--- src/rtl/wavhp_pkg.sv ---
// Shared types, constants and helpers for the WAV header parser.
// No dependencies.
package wavhp_pkg;

    localparam int unsigned HEADER_WINDOW = 8192;
    localparam int unsigned POS_W         = 14;

    localparam logic [31:0] SIG_RIFF = 32'h5249_4646;
    localparam logic [31:0] SIG_WAVE = 32'h5741_5645;
    localparam logic [31:0] SIG_FMT  = 32'h666D_7420;
    localparam logic [31:0] SIG_DATA = 32'h6461_7461;

    localparam logic [15:0] FMT_PCM   = 16'd1;
    localparam logic [15:0] DEPTH_16  = 16'd16;
    localparam logic [15:0] DEPTH_24  = 16'd24;

    localparam logic [2:0] ST_PCM16     = 3'd0;
    localparam logic [2:0] ST_PCM24     = 3'd1;
    localparam logic [2:0] ST_NOT_RIFF  = 3'd2;
    localparam logic [2:0] ST_BROKEN    = 3'd3;
    localparam logic [2:0] ST_NOT_PCM   = 3'd4;
    localparam logic [2:0] ST_BAD_DEPTH = 3'd5;

    typedef struct packed {
        logic [7:0] header_byte;
        logic       first_byte;
        logic       stream_end;
    } item_t;

    typedef struct packed {
        logic [2:0]  status;
        logic [15:0] channel_count;
        logic [31:0] rate_hz;
        logic [15:0] bits_per_sample;
        logic [13:0] data_start;
        logic [32:0] data_stop;
    } result_t;

    function automatic logic [7:0] sig_byte(input logic [31:0] sig, input logic [1:0] idx);
        logic [7:0] res;
        case (idx)
            2'd0:    res = sig[31:24];
            2'd1:    res = sig[23:16];
            2'd2:    res = sig[15:8];
            default: res = sig[7:0];
        endcase
        return res;
    endfunction

endpackage

--- src/rtl/wavhp_in_reg.sv ---
// Input holding register for header bytes.
// Depends on wavhp_pkg.
module wavhp_in_reg (
    input  logic            aclk,
    input  logic            aresetn,
    input  logic            s_valid,
    output logic            s_ready,
    input  wavhp_pkg::item_t s_item,
    output logic            item_valid,
    output wavhp_pkg::item_t item,
    input  logic            take
);
    import wavhp_pkg::*;

    logic  vld_reg;
    logic  vld_next;
    item_t item_reg;

    assign s_ready    = !vld_reg || take;
    assign item_valid = vld_reg;
    assign item       = item_reg;

    always_comb begin
        vld_next = vld_reg;
        if (s_valid && s_ready) begin
            vld_next = 1'b1;
        end else if (take) begin
            vld_next = 1'b0;
        end
    end

    always_ff @(posedge aclk) begin
        if (!aresetn) begin
            vld_reg <= 1'b0;
        end else begin
            vld_reg <= vld_next;
        end
    end

    always_ff @(posedge aclk) begin
        if (s_valid && s_ready) begin
            item_reg <= s_item;
        end
    end

endmodule

--- src/rtl/wavhp_parse.sv ---
// Parser state and per-byte decision logic (RIFF/WAVE, chunk walk, fmt capture).
// Depends on wavhp_pkg.
module wavhp_parse (
    input  logic              aclk,
    input  logic              aresetn,
    input  wavhp_pkg::item_t  item,
    input  logic              advance,
    output logic              res_valid,
    output wavhp_pkg::result_t res
);
    import wavhp_pkg::*;

    localparam logic [2:0] PH_RIFF      = 3'd0;
    localparam logic [2:0] PH_SEEK_FMT  = 3'd1;
    localparam logic [2:0] PH_SEEK_DATA = 3'd2;
    localparam logic [2:0] PH_DATA_SIZE = 3'd3;
    localparam logic [2:0] PH_DATA_DONE = 3'd4;
    localparam logic [2:0] PH_WALK_FAIL = 3'd5;

    localparam logic [POS_W-1:0] WIN       = POS_W'(HEADER_WINDOW);
    localparam logic [POS_W-1:0] FMT_LIMIT = POS_W'(HEADER_WINDOW - 24);
    localparam logic [32:0]      NXT_LIMIT = 33'(HEADER_WINDOW - 8);

    logic [POS_W-1:0] pos_reg,      pos_next;
    logic [POS_W-1:0] nco_reg,      nco_next;
    logic [2:0]       phase_reg,    phase_next;
    logic [31:0]      id_reg,       id_next;
    logic [31:0]      size_reg,     size_next;
    logic [63:0]      fmt_reg,      fmt_next;
    logic [15:0]      depth_reg,    depth_next;
    logic             fin_reg,      fin_next;
    logic [POS_W-1:0] fbase_reg,    fbase_next;
    logic             fseen_reg,    fseen_next;
    logic [13:0]      dstart_reg,   dstart_next;
    logic [32:0]      dstop_reg,    dstop_next;

    logic [POS_W-1:0] cur;
    logic [POS_W-1:0] diff;
    logic [POS_W-1:0] r;
    logic [32:0]      nxt;
    logic [7:0]       b;
    logic             emit;
    logic [2:0]       status;
    logic             full;

    assign b = item.header_byte;

    always_comb begin
        pos_next    = pos_reg;
        nco_next    = nco_reg;
        phase_next  = phase_reg;
        id_next     = id_reg;
        size_next   = size_reg;
        fmt_next    = fmt_reg;
        depth_next  = depth_reg;
        fin_next    = fin_reg;
        fbase_next  = fbase_reg;
        fseen_next  = fseen_reg;
        dstart_next = dstart_reg;
        dstop_next  = dstop_reg;
        emit   = 1'b0;
        status = ST_BROKEN;
        cur    = '0;
        diff   = '0;
        r      = '0;
        nxt    = '0;

        if (item.first_byte) begin
            pos_next    = '0;
            nco_next    = POS_W'(12);
            phase_next  = PH_RIFF;
            id_next     = '0;
            size_next   = '0;
            fmt_next    = '0;
            depth_next  = '0;
            fin_next    = 1'b0;
            fbase_next  = '0;
            fseen_next  = 1'b0;
            dstart_next = '0;
            dstop_next  = '0;
        end

        if (!fin_next) begin
            cur = pos_next;
            if (pos_next < WIN) begin
                pos_next = pos_next + POS_W'(1);
            end
            diff = cur - nco_next;

            if (phase_next == PH_RIFF) begin
                if (cur < POS_W'(4)) begin
                    if (b != sig_byte(SIG_RIFF, cur[1:0])) begin
                        emit   = 1'b1;
                        status = ST_NOT_RIFF;
                    end
                end else if (cur >= POS_W'(8) && cur < POS_W'(12)) begin
                    if (b != sig_byte(SIG_WAVE, cur[1:0])) begin
                        emit   = 1'b1;
                        status = ST_NOT_RIFF;
                    end else if (cur == POS_W'(11)) begin
                        phase_next = PH_SEEK_FMT;
                    end
                end
            end else if (phase_next <= PH_DATA_SIZE && cur >= nco_next
                         && diff < POS_W'(8)) begin
                if (!diff[2]) begin
                    id_next = {id_next[23:0], b};
                    if (diff[1:0] == 2'd3) begin
                        if (phase_next == PH_SEEK_FMT && id_next == SIG_FMT) begin
                            if (nco_next > FMT_LIMIT) begin
                                emit   = 1'b1;
                                status = ST_BROKEN;
                            end else begin
                                fbase_next = nco_next;
                                fseen_next = 1'b1;
                                phase_next = PH_SEEK_DATA;
                            end
                        end else if (phase_next == PH_SEEK_DATA && id_next == SIG_DATA) begin
                            dstart_next = nco_next + 14'd8;
                            phase_next  = PH_DATA_SIZE;
                        end
                    end
                end else begin
                    size_next = {b, size_next[31:8]};
                    if (diff[1:0] == 2'd3) begin
                        if (phase_next == PH_DATA_SIZE) begin
                            dstop_next = {19'd0, dstart_next} + {1'b0, size_next};
                            phase_next = PH_DATA_DONE;
                        end else begin
                            nxt = {19'd0, nco_next} + {1'b0, size_next} + 33'd8;
                            if (nxt > NXT_LIMIT) begin
                                if (phase_next == PH_SEEK_FMT) begin
                                    emit   = 1'b1;
                                    status = ST_BROKEN;
                                end else begin
                                    phase_next = PH_WALK_FAIL;
                                end
                            end else begin
                                nco_next = nxt[POS_W-1:0];
                            end
                        end
                    end
                end
            end

            if (!emit && fseen_next && cur >= fbase_next) begin
                r = cur - fbase_next;
                if (r >= POS_W'(8) && r < POS_W'(16)) begin
                    fmt_next[{r[2:0], 3'b000} +: 8] = fmt_next[{r[2:0], 3'b000} +: 8] | b;
                end else if (r == POS_W'(22) || r == POS_W'(23)) begin
                    depth_next[{r[0], 3'b000} +: 8] = depth_next[{r[0], 3'b000} +: 8] | b;
                end
                if (r >= POS_W'(9)) begin
                    if (fmt_next[15:0] != FMT_PCM) begin
                        emit   = 1'b1;
                        status = ST_NOT_PCM;
                    end else if (phase_next == PH_WALK_FAIL) begin
                        emit   = 1'b1;
                        status = ST_BROKEN;
                    end else if (phase_next == PH_DATA_DONE && r >= POS_W'(23)) begin
                        emit = 1'b1;
                        if (depth_next == DEPTH_16) begin
                            status = ST_PCM16;
                        end else if (depth_next == DEPTH_24) begin
                            status = ST_PCM24;
                        end else begin
                            status = ST_BAD_DEPTH;
                        end
                    end
                end
            end

            if (!emit && item.stream_end) begin
                emit   = 1'b1;
                status = ST_BROKEN;
            end

            if (emit) begin
                fin_next = 1'b1;
            end
        end
    end

    assign full = (status == ST_PCM16) || (status == ST_PCM24) || (status == ST_BAD_DEPTH);

    assign res_valid           = emit;
    assign res.status          = status;
    assign res.channel_count   = full ? fmt_next[31:16] : 16'd0;
    assign res.rate_hz         = full ? fmt_next[63:32] : 32'd0;
    assign res.bits_per_sample = full ? depth_next      : 16'd0;
    assign res.data_start      = full ? dstart_next     : 14'd0;
    assign res.data_stop       = full ? dstop_next      : 33'd0;

    always_ff @(posedge aclk) begin
        if (!aresetn) begin
            pos_reg    <= '0;
            nco_reg    <= POS_W'(12);
            phase_reg  <= PH_RIFF;
            id_reg     <= '0;
            size_reg   <= '0;
            fmt_reg    <= '0;
            depth_reg  <= '0;
            fin_reg    <= 1'b0;
            fbase_reg  <= '0;
            fseen_reg  <= 1'b0;
            dstart_reg <= '0;
            dstop_reg  <= '0;
        end else if (advance) begin
            pos_reg    <= pos_next;
            nco_reg    <= nco_next;
            phase_reg  <= phase_next;
            id_reg     <= id_next;
            size_reg   <= size_next;
            fmt_reg    <= fmt_next;
            depth_reg  <= depth_next;
            fin_reg    <= fin_next;
            fbase_reg  <= fbase_next;
            fseen_reg  <= fseen_next;
            dstart_reg <= dstart_next;
            dstop_reg  <= dstop_next;
        end
    end

endmodule

--- src/rtl/wavhp_out_reg.sv ---
// Result register with valid/ready handshake.
// Depends on wavhp_pkg.
module wavhp_out_reg (
    input  logic               aclk,
    input  logic               aresetn,
    input  logic               load,
    input  wavhp_pkg::result_t res,
    output logic               free,
    output logic               m_valid,
    input  logic               m_ready,
    output wavhp_pkg::result_t m_res
);
    import wavhp_pkg::*;

    logic    vld_reg;
    logic    vld_next;
    result_t res_reg;

    assign free    = !vld_reg || m_ready;
    assign m_valid = vld_reg;
    assign m_res   = res_reg;

    always_comb begin
        vld_next = vld_reg;
        if (load) begin
            vld_next = 1'b1;
        end else if (m_ready) begin
            vld_next = 1'b0;
        end
    end

    always_ff @(posedge aclk) begin
        if (!aresetn) begin
            vld_reg <= 1'b0;
        end else begin
            vld_reg <= vld_next;
        end
    end

    always_ff @(posedge aclk) begin
        if (load) begin
            res_reg <= res;
        end
    end

endmodule

--- src/rtl/wav_header_parser_core.sv ---
// WAV header parser top level: input register, parse logic, result register.
// Depends on wavhp_pkg, wavhp_in_reg, wavhp_parse, wavhp_out_reg.
//
//   channel  | direction | ports
//   ---------+-----------+------------------------------------------------
//   s_       | in        | s_valid s_ready s_header_byte s_first_byte s_stream_end
//   m_       | out       | m_valid m_ready m_status ... m_data_stop
//
// One byte per cycle sustained; a byte's result is valid on m_ once the byte has passed
// the input register and the decision has loaded the result register.
// Reset (aresetn low, synchronous) empties both registers and returns the parser
// to offset 0; a byte with first_byte set restarts it as well.
// A held result with m_ready low stalls the parser; s_ready then drops once the
// input register holds a byte.
module wav_header_parser_core (
    input  logic        aclk,
    input  logic        aresetn,
    input  logic        s_valid,
    output logic        s_ready,
    input  logic [7:0]  s_header_byte,
    input  logic        s_first_byte,
    input  logic        s_stream_end,
    output logic        m_valid,
    input  logic        m_ready,
    output logic [2:0]  m_status,
    output logic [15:0] m_channel_count,
    output logic [31:0] m_rate_hz,
    output logic [15:0] m_bits_per_sample,
    output logic [13:0] m_data_start,
    output logic [32:0] m_data_stop
);
    import wavhp_pkg::*;

    item_t   s_item;
    item_t   item;
    logic    item_valid;
    logic    advance;
    logic    out_free;
    logic    res_valid;
    result_t res;
    result_t m_res;

    assign s_item.header_byte = s_header_byte;
    assign s_item.first_byte  = s_first_byte;
    assign s_item.stream_end  = s_stream_end;

    assign advance = item_valid && out_free;

    wavhp_in_reg u_in (
        .aclk       (aclk),
        .aresetn    (aresetn),
        .s_valid    (s_valid),
        .s_ready    (s_ready),
        .s_item     (s_item),
        .item_valid (item_valid),
        .item       (item),
        .take       (advance)
    );

    wavhp_parse u_parse (
        .aclk      (aclk),
        .aresetn   (aresetn),
        .item      (item),
        .advance   (advance),
        .res_valid (res_valid),
        .res       (res)
    );

    wavhp_out_reg u_out (
        .aclk    (aclk),
        .aresetn (aresetn),
        .load    (advance && res_valid),
        .res     (res),
        .free    (out_free),
        .m_valid (m_valid),
        .m_ready (m_ready),
        .m_res   (m_res)
    );

    assign m_status          = m_res.status;
    assign m_channel_count   = m_res.channel_count;
    assign m_rate_hz         = m_res.rate_hz;
    assign m_bits_per_sample = m_res.bits_per_sample;
    assign m_data_start      = m_res.data_start;
    assign m_data_stop       = m_res.data_stop;

endmodule

--- config.mk ---
export PLATFORM = sky130hd
export DESIGN_NAME = wav_header_parser_core
export DESIGN_NICKNAME = d
export VERILOG_FILES = /design/src/rtl/wavhp_pkg.sv /design/src/rtl/wavhp_in_reg.sv /design/src/rtl/wavhp_parse.sv /design/src/rtl/wavhp_out_reg.sv /design/src/rtl/wav_header_parser_core.sv
export SDC_FILE = /design/constraint.sdc
export NUM_CORES = 1
export LEC_CHECK = 0
export BUFFER_PORTS_ARGS = -buffer_cell sky130_fd_sc_hd__buf_4
export CORE_ASPECT_RATIO = 0.8
export CORE_MARGIN = 1.5
export CORE_UTILIZATION = 55
export DETAILED_ROUTE_END_ITERATION = 6
export PLACE_DENSITY_LB_ADDON = 0.05
export REMOVE_ABC_BUFFERS = 1
export SLEW_MARGIN = 0
export SYNTH_ARGS = -nofsm -noshare
export SYNTH_HDL_FRONTEND = slang
export SYNTH_SLANG_ARGS = --single-unit
--- constraint.sdc ---
create_clock -name aclk -period 39.4 [get_ports aclk]
set_clock_uncertainty 0.2 [all_clocks]
set_input_delay 7.88 -clock aclk [delete_from_list [all_inputs] [get_ports aclk]]
set_output_delay 7.88 -clock aclk [all_outputs]
set_load 0.03 [all_outputs]
-- After elaboration in Yosys (flattened, before gate mapping)
Cells that the tools add are included.
- $add $sub $neg: 9
- $lt $le $gt $ge: 14
- eq/ne operators: 20
- shifts and indexed selects: 6
- mux-type cells: 141
- bitwise logic cells: 2
- reduce and logical (&&, ||, !) cells: 27
- operators by type and width (operator ; number):
    $mux 14 ; 28
    $mux 64 ; 6
    $mux 32 ; 10
    $mux 33 ; 7
    $mux 16 ; 7
    $mux 3 ; 30
    $add 14x32->33 ; 2
    $bwmux 64 ; 1
    $eq 32x31->1 const B ; 2
    $shift 8x8->64 const A ; 1
    $shiftx 64x7->8 ; 1
    $shiftx 8x8->64 ; 1
    $mux 8 ; 7
    $ge 14x4->1 const B ; 3
    $mux 1 ; 42
    $add 33x4->33 const B ; 1
    $gt 33x13->1 const B ; 1
    $eq 16x5->1 const B ; 2
    $eq 14x5->1 const B ; 2
    $ge 14x14->1 ; 2
    $lt 14x4->1 const B ; 2
    $sub 14x14->14 ; 2
    $bwmux 16 ; 1
    $ne 16x1->1 const B ; 1
    other kinds (29) ; 57
- register bits after elaboration: 364
- output and inout bits: 116
- word-level logic and storage cells: 242

-- Logic depth before layout (Yosys ltp)
Gate-level depths: netlist of run 1.
- word-level depth: 31
- mapped depth: 43

-- By module
From an unflattened synthesis of run 1, not the netlist that was laid out.
- cells, all modules: 2548
- area, all modules: 21565.7 sq um
- modules (own cells, without submodules) (module ; times used ; cells each ; area each (sq um) ; sequential area each (sq um)):
    wavhp_parse ; 1 ; 2413 ; 17723.2 ; 4444.3
    wavhp_out_reg ; 1 ; 118 ; 3472.1 ; 3443.3
    wavhp_in_reg ; 1 ; 15 ; 357.8 ; 320.3
    wav_header_parser_core ; 1 ; 2 ; 12.5 ; 0.0

-- Least setup slack after synthesis of run 1
Ideal clock, no wire load.
- path type: input-to-reg
- from: input m_ready
- to: register u_out.res_reg (netlist bit u_out.m_res[0]) (enable)
- library setup time: 0.759 ns
- arrival: 17.225 ns
- slack: 21.216 ns
- stages: 6
- path buffers: 2
- cell sequence: and2b_2 nor2b_1 clkbuf_1 nand2_1 buf_6 a211oi_1
- word-level cells in the longest chain between the ends: 3
- RTL lines (what ; line ; RTL):
    from (decl) ; wav_header_parser_core.sv:24 ; input logic m_ready,
    $logic_or 1x1->1 ; wavhp_out_reg.sv:19 ; assign free = !vld_reg || m_ready;
    $logic_and 1x1->1 ; wav_header_parser_core.sv:47 ; assign advance = item_valid && out_free;
    $logic_and 1x1->1 ; wav_header_parser_core.sv:72 ; .load (advance && res_valid),
    named net u_out.load ; wavhp_out_reg.sv:6 ; input logic load,
    to (signal assigned) ; wavhp_out_reg.sv:42 ; res_reg <= res;
    to (decl) ; wavhp_out_reg.sv:17 ; result_t res_reg;
The timed path passes the listed nets, and every way through them passes these cells.
A chain may end at the register's enable or synchronous reset.

-- Worst setup path in the final report of run 1
- from: input m_ready
- to: output s_ready
- word-level cells in the longest chain between the ends: 3
- RTL lines (what ; line ; RTL):
    $logic_or 1x1->1 ; wavhp_out_reg.sv:19 ;
    $logic_and 1x1->1 ; wav_header_parser_core.sv:47 ;
    $logic_or 1x1->1 ; wavhp_in_reg.sv:19 ; assign s_ready = !vld_reg || take;
    to (decl) ; wav_header_parser_core.sv:19 ; output logic s_ready,
No other way between the ends.

==> flow_summary.json, run 1 <==
{
  "relSlewSlack": 0.1291,
  "synth-async-reset-ratio": 0,
  "cpMostUsedCell": "buf_4",
  "num_vias": 19440,
  "diodes": 0,
  "die_w_um": 220.1,
  "io_buffers": 129,
  "ir_drop_uv": 40.10,
  "clock_path_buffers": 3,
  "rsz0062_at_grt": "false",
  "synth_top_cell_by_area": "dfxtp_1",
  "grt_start_max_net_pins": 95,
  "final_cell_mix": "nor2_1 (345), dfxtp_1 (224), nand2_1 (210)",
  "gp_congestion": 0.9680,
  "yosysUniqueCellTypes": 120,
  "syn2layout_area_growth_pct": 11.37,
  "cp.required_ps": 31320,
  "drt_iter0_drc": 2730,
  "htreeDepth": 2,
  "grtUsageTotal": 0.3550,
  "initial_core_util": 0.5587,
  "leakage_nw": 8.040,
  "hold_class": "reg -> reg",
  "finalCriticalPeriod_ps": 16580,
  "cp_slowest_stage_delay_ps": 260,
  "drive_above_1_share": 0.1372,
  "wire_per_inst_um": 23.40,
  "postCtsSetupBuffers": 0,
  "slowest_stage": "and2b_2",
  "drt_drc_violations_left": 1,
  "num-fill-cells": 3213,
  "final.period_utilization": 0.4208,
  "grt_pass1_vias": 18140,
  "cts.sinks": 348,
  "cp.arrival_ps": 8500,
  "final_common_cell": "nor2_1",
  "wl_met3_um": 8776,
  "start_kind": "input port",
  "netlist_instances": 2391,
  "crit_path_end_kind": "primary output",
  "synth_top_area_frac": 0.2162,
  "total_power_mw": 0.8406,
  "worstPathCellList": "buf_4 > and2b_2 > nand2_1 > buf_4",
  "netlist_area_sq_um": 20740,
  "rows": 63,
  "slew_violations": 0,
  "cts-root-buf": "clkbuf_16",
  "die_y_um": 176.7,
  "final.setup.tns_ps": 0,
  "coreArea_sq_um": 37130,
  "drt-met1-wl_um": 30750,
  "top_layer": "met5",
  "clock_latency_ps": 560,
  "max-cap-violations": 0,
  "pin_count": 130,
  "drt-vias-per-instance": 6.586,
  "clkTransAtPathRegs_ps": 60,
  "ys_seq_elements": 348,
  "place_hpwl_um": 48850,
  "critPathKind": "in -> out",
  "cp_top_family": "simple AND/OR/NAND/NOR gates",
  "syn_avg_cell_area_sq_um": 8.675,
  "antenna_left": 0,
  "failed_checks": "DRC",
  "fmax_ghz": 0.06032,
  "post_cts_resized": 0,
  "p_per_area_nw_per_um2": 36.39,
  "wirelength_um": 69040,
  "ys_warn_count": 0,
  "synth-edff-count": 124,
  "fin_nets": 2522,
  "ctsHoldBuffers": 0,
  "firstDrtPassIters": 7,
  "antenna_found_initial": 2,
  "crit_buf_inv": 2,
  "hold_viol_final": 0,
  "grt_pass1_wl_um": 106400,
  "dr_wl_met2_um": 27780,
  "worst_pin_slew_ps": 1294,
  "largest_reg_flops": 114,
  "yosysSeqAreaShare": 0.3957,
  "status": "complete, but fails checks",
  "critPathMaxFanout": 5,
  "synth_ff_type": "dfxtp_1",
  "ys_top_cells_by_area": "dfxtp_1 (22%), edfxtp_1 (18%), nor2_1 (6.2%), a21oi_1 (4.3%), ha_1 (4.3%)",
  "cts_tree": "built",
  "dieArea_sq_um": 38890,
  "cts_buffers": 38,
  "setup_viol": 0,
  "overflow": 0
}
==> layer usage <==
metal	vias up	GRT usage
met1	9353	0.5310
met5	-	0
met4	2	0.09977
met3	122	0.1107
li1	8826	-
met2	1133	0.4856
==> synthesized netlist by cell type, types with 26 or more instances <==
cell	count
a22oi_1	108
ha_1	71
nor3_1	46
nand3_1	96
a211oi_1	26
dfxtp_1	224
edfxtp_1	124
inv_1	52
nor2_1	345
a21oi_1	178
o21ai_0	100
xnor2_1	58
nand4_1	30
nand2_1	210
clkbuf_1	114
a31oi_1	26
nor2b_1	64
==> worst reg2reg max path: stages (launching register included) <==
cell and delay [ps]:
edfxtp_1 350, buf_4 320, buf_4 410, inv_2 700, buf_4 800, o311a_1 380
nand3_1 140, a21oi_4 260, mux2i_1 110, or4b_4 600, or2_0 370, nor3_4 720
mux2i_1 170, nor2_1 260, ha_1 200, inv_1 60, ha_1 180, a311oi_1 550
xor2_2 610, inv_6 130, ha_1 350, nor3_1 1020, and4_2 440, a211oi_2 80
a211oi_4 900, buf_4 910
==> logic make-up after synthesis <==
kind of cell             count (synthesis)  share of synthesized area
AND/OR/NAND/NOR                        994                     0.2387
AO/OA/AOI/OAI                          628                     0.1990
flip-flops                             348                     0.3957
buffers and inverters                  217                    0.05110
XOR/XNOR                                76                    0.03282
adder cells (fa/ha/maj)                 75                    0.04579
multiplexers                            53                    0.03692
==> stage by stage <==
step           std cells  hold WS [ps]  utilization  setup WS, ps  cell area, sq um
2_1_floorplan       2227         221.2            -         18810             19890
3_3_place_gp        2882         231.0       0.5873         22820             21800
3_5_place_dp        2882         249.2       0.5873         22820             21800
4_1_cts             2951         257.5       0.6222         22820             23100
5_1_grt             2951         276.4       0.6222         22780             23100
6_report            2951         253.8       0.6222         22820             23100
==> cell type report <==
class | instances | area [sq um] | area share
flip-flops and latches | 348 | 8208 | 0.3553
clock inverters | 20 | 251.5 | 0.01089
repair buffers | 168 | 1261 | 0.05460
clock buffers | 49 | 1044 | 0.04517
multi-input cells | 1826 | 11520 | 0.4987
inverters | 53 | 206.4 | 0.008937
well taps | 487 | 609.3 | 0.02638
==> power by group <==
part / switching (mW) / total [mW] / internal (mW)
Clock: 0.156 / 0.377 / 0.221
Sequential: 0.00490 / 0.386 / 0.381
Combinational: 0.0573 / 0.0774 / 0.0200
==> path summary, 6_finish.rpt <==
path / slack, ps / end / cells past startpoint / startpoint
worst max register to register: 27680 / u_out.m_res[13]$_SDFFCE_PN0P_ / 25 / u_in.item[1]$_DFFE_PP_
worst max-delay path: 22820 / s_ready / 4 / m_ready
worst min register to register: 250 / u_parse.fmt_reg[31]$_SDFFE_PN0P_ / 2 / u_parse.fmt_reg[31]$_SDFFE_PN0P_
worst min-delay path: 250 / u_parse.fmt_reg[31]$_SDFFE_PN0P_ / 2 / u_parse.fmt_reg[31]$_SDFFE_PN0P_
Power figures use the tool's default switching activity.
==> run 2, diff against run 1 <==
--- a/config.mk
+++ b/config.mk
@@ -5,6 +5,7 @@
 export SDC_FILE = /design/constraint.sdc
 export NUM_CORES = 1
 export LEC_CHECK = 0
+export ABC_AREA = 1
 export BUFFER_PORTS_ARGS = -buffer_cell sky130_fd_sc_hd__buf_4
 export CORE_ASPECT_RATIO = 0.8
 export CORE_MARGIN = 1.5
==> constraint.sdc (replaced) <==
create_clock -name aclk -period 13.3 [get_ports aclk]
set_clock_uncertainty 0.2 [all_clocks]
set_input_delay 2.66 -clock aclk [delete_from_list [all_inputs] [get_ports aclk]]
set_output_delay 2.66 -clock aclk [all_outputs]
set_load 0.03 [all_outputs]
==> flow_summary.json, run 2 <==
{
  "cp_slowest_stage_delay_ps": 950,
  "critPathKind": "reg -> reg",
  "gp_congestion": 0.9659,
  "yosysUniqueCellTypes": 71,
  "antenna_left": 0,
  "setup_viol": 0,
  "final.period_utilization": 0.8830,
  "yosys-top-cells-count": "nand2_1 (676), inv_1 (495), nor2_1 (372), a21oi_1 (369), o21ai_0 (369)",
  "synth-edff-count": 124,
  "crit_path_end_kind": "register",
  "grt_start_max_net_pins": 116,
  "dieArea_sq_um": 45430,
  "ys_top_cells_by_area": "dfxtp_1 (18%), edfxtp_1 (15%), nand2_1 (10%), inv_1 (7.7%), a21oi_1 (7.6%)",
  "dp_worst_setup_slack_ps": 1857,
  "total_power_mw": 2.908,
  "synth_top_cell_by_area": "dfxtp_1",
  "synth_ff_type": "dfxtp_1",
  "grt_pass1_wl_um": 125100,
  "synth_top_area_frac": 0.1846,
  "cts.sinks": 348,
  "antenna_found_initial": 0,
  "ys_seq_elements": 348,
  "grt_pass1_vias": 22370,
  "wirelength_um": 81220,
  "final.setup.tns_ps": 0,
  "synth_most_common_cell": "nand2_1",
  "final_cell_mix": "nand2_1 (675), inv_1 (494), nor2_1 (371)",
  "largest_reg_flops": 114,
  "slew_violations": 0,
  "cts_tree": "built",
  "clock_latency_ps": 590,
  "clkTransAtPathRegs_ps": 60,
  "start_kind": "register",
  "drt_drc_violations_left": 0,
  "hold_viol_final": 0,
  "netlist_instances": 3537,
  "leakage_nw": 11.19,
  "cp.arrival_ps": 11860,
  "postCtsSetupBuffers": 0,
  "syn_avg_cell_area_sq_um": 6.866,
  "initial_core_util": 0.5608,
  "drt_iter0_drc": 3218,
  "ys_warn_count": 0,
  "die_y_um": 191.0,
  "slowest_stage": "nor2_1",
  "overflow": 0,
  "cp.required_ps": 13420,
  "p_per_area_nw_per_um2": 109.4,
  "wire_per_inst_um": 19.57,
  "netlist_area_sq_um": 24290,
  "hold_class": "reg -> reg",
  "status": "complete, no violations",
  "syn2layout_area_growth_pct": 9.438,
  "die_w_um": 237.9,
  "yosysSeqAreaShare": 0.3380,
  "final_common_cell": "nand2_1",
  "fmax_ghz": 0.08515,
  "finalCriticalPeriod_ps": 11740,
  "fin_nets": 3645,
  "drive_above_1_share": 0.1093,
  "worst_pin_slew_ps": 1214,
  "grtUsageTotal": 0.3503,
  "rows": 68,
  "place_hpwl_um": 58910,
  "synth-async-reset-ratio": 0,
  "worst_slack_ps": 1556,
  "firstDrtPassIters": 7,
  "cpMostUsedCell": "nand2_1",
  "rsz0062_at_grt": "false",
  "drt-vias-per-instance": 5.934,
  "htreeDepth": 2,
  "ir_drop_uv": 109.9,
  "critPathMaxFanout": 69,
  "cts_buffers": 39,
  "post_cts_resized": 0,
  "ctsHoldBuffers": 0,
  "io_buffers": 129,
  "coreArea_sq_um": 43310,
  "cts-root-buf": "clkbuf_16",
  "clock_path_buffers": 3,
  "num_vias": 24620,
  "max-cap-violations": 0,
  "relSlewSlack": 0.1908,
  "pin_count": 130
}
-- run 2: changes by cell type after synthesis, moves of 52 or more --
| cell | before | now |
|---|---|---|
| nand2_1 | 210 | 676 |
| nor2_4 | 0 | 62 |
| a22oi_1 | 108 | 0 |
| nand3_1 | 96 | 154 |
| o21ai_0 | 100 | 369 |
| xnor2_1 | 58 | 6 |
| nor2b_1 | 64 | 0 |
| a21oi_1 | 178 | 369 |
| inv_1 | 52 | 495 |
-- run 2: routing by layer --
| layer | track usage | share of wire | vias up |
|---|---|---|---|
| met5 | 0 | 0 | - |
| met4 | 0.09260 | 0.021 | 0 |
| met3 | 0.06238 | 0.11 | 135 |
| met2 | 0.5183 | 0.41 | 1285 |
| met1 | 0.5212 | 0.45 | 11450 |
| li1 | - | - | 11750 |
-- run 2: power breakdown --
part | internal [mW] | leakage (nW) | total (mW) | switching (mW)
Clock | 0.695 | 0.661 | 1.18 | 0.481
Sequential | 1.16 | 2.89 | 1.20 | 0.0308
Combinational | 0.145 | 7.64 | 0.536 | 0.392
-- run 2: worst paths after layout --
kind,from,to,slack [ps],cells past startpoint
setup / recovery,u_in.item[1]$_DFFE_PP_,u_out.m_res[26]$_SDFFCE_PN0P_,1560,44
hold / removal,u_parse.size_reg[22]$_SDFFE_PN0P_,u_parse.size_reg[22]$_SDFFE_PN0P_,270,2
hold reg to reg,u_parse.size_reg[22]$_SDFFE_PN0P_,u_parse.size_reg[22]$_SDFFE_PN0P_,270,2
setup reg to reg,u_in.item[1]$_DFFE_PP_,u_out.m_res[26]$_SDFFCE_PN0P_,1560,44
-- run 2: layout make-up --
| class | count | area, sq um |
|---|---|---|
| antenna | 1 | 2.502 |
| tap | 560 | 700.7 |
| clock buffer | 47 | 1036 |
| timing repair buffer | 158 | 1211 |
| fill | 4148 | 16730 |
| multi-input combinational | 2502 | 13170 |
| inverter | 509 | 1923 |
| sequential | 348 | 8208 |
| clock inverter | 24 | 325.3 |
-- run 2: per-stage QoR --
stage               area (sq um)  hold slack (ps)  utilization  std cells
finish                     26580            265.6       0.6137       4149
global route               26580            280.5       0.6137       4148
CTS                        26580            266.6       0.6137       4148
detailed placement         25210            257.4       0.5822       4077
global placement           25210            250.9       0.5822       4077
floorplan                  23270            245.3            -       3359
-- run 2: critical path: cells and delay by family, from the launching register on --
family | cells | cell delay, ps
buffers and inverters | 10 | 2610
flip-flops | 1 | 690
AO/OA/AOI/OAI | 1 | 180
adder cells (fa/ha/maj) | 6 | 2000
AND/OR/NAND/NOR | 27 | 5620
-- run 2: kinds of logic (layout without fill, tap and decap cells) --
group	Yosys count	in the layout	share of synthesized area
buffers and inverters	687	738	0.1207
AO/OA/AOI/OAI	903	903	0.2046
multiplexers	2	2	0.0009273
AND/OR/NAND/NOR	1474	1474	0.2788
other	0	1	0
flip-flops	348	348	0.3380
XOR/XNOR	50	50	0.01880
adder cells (fa/ha/maj)	73	73	0.03823
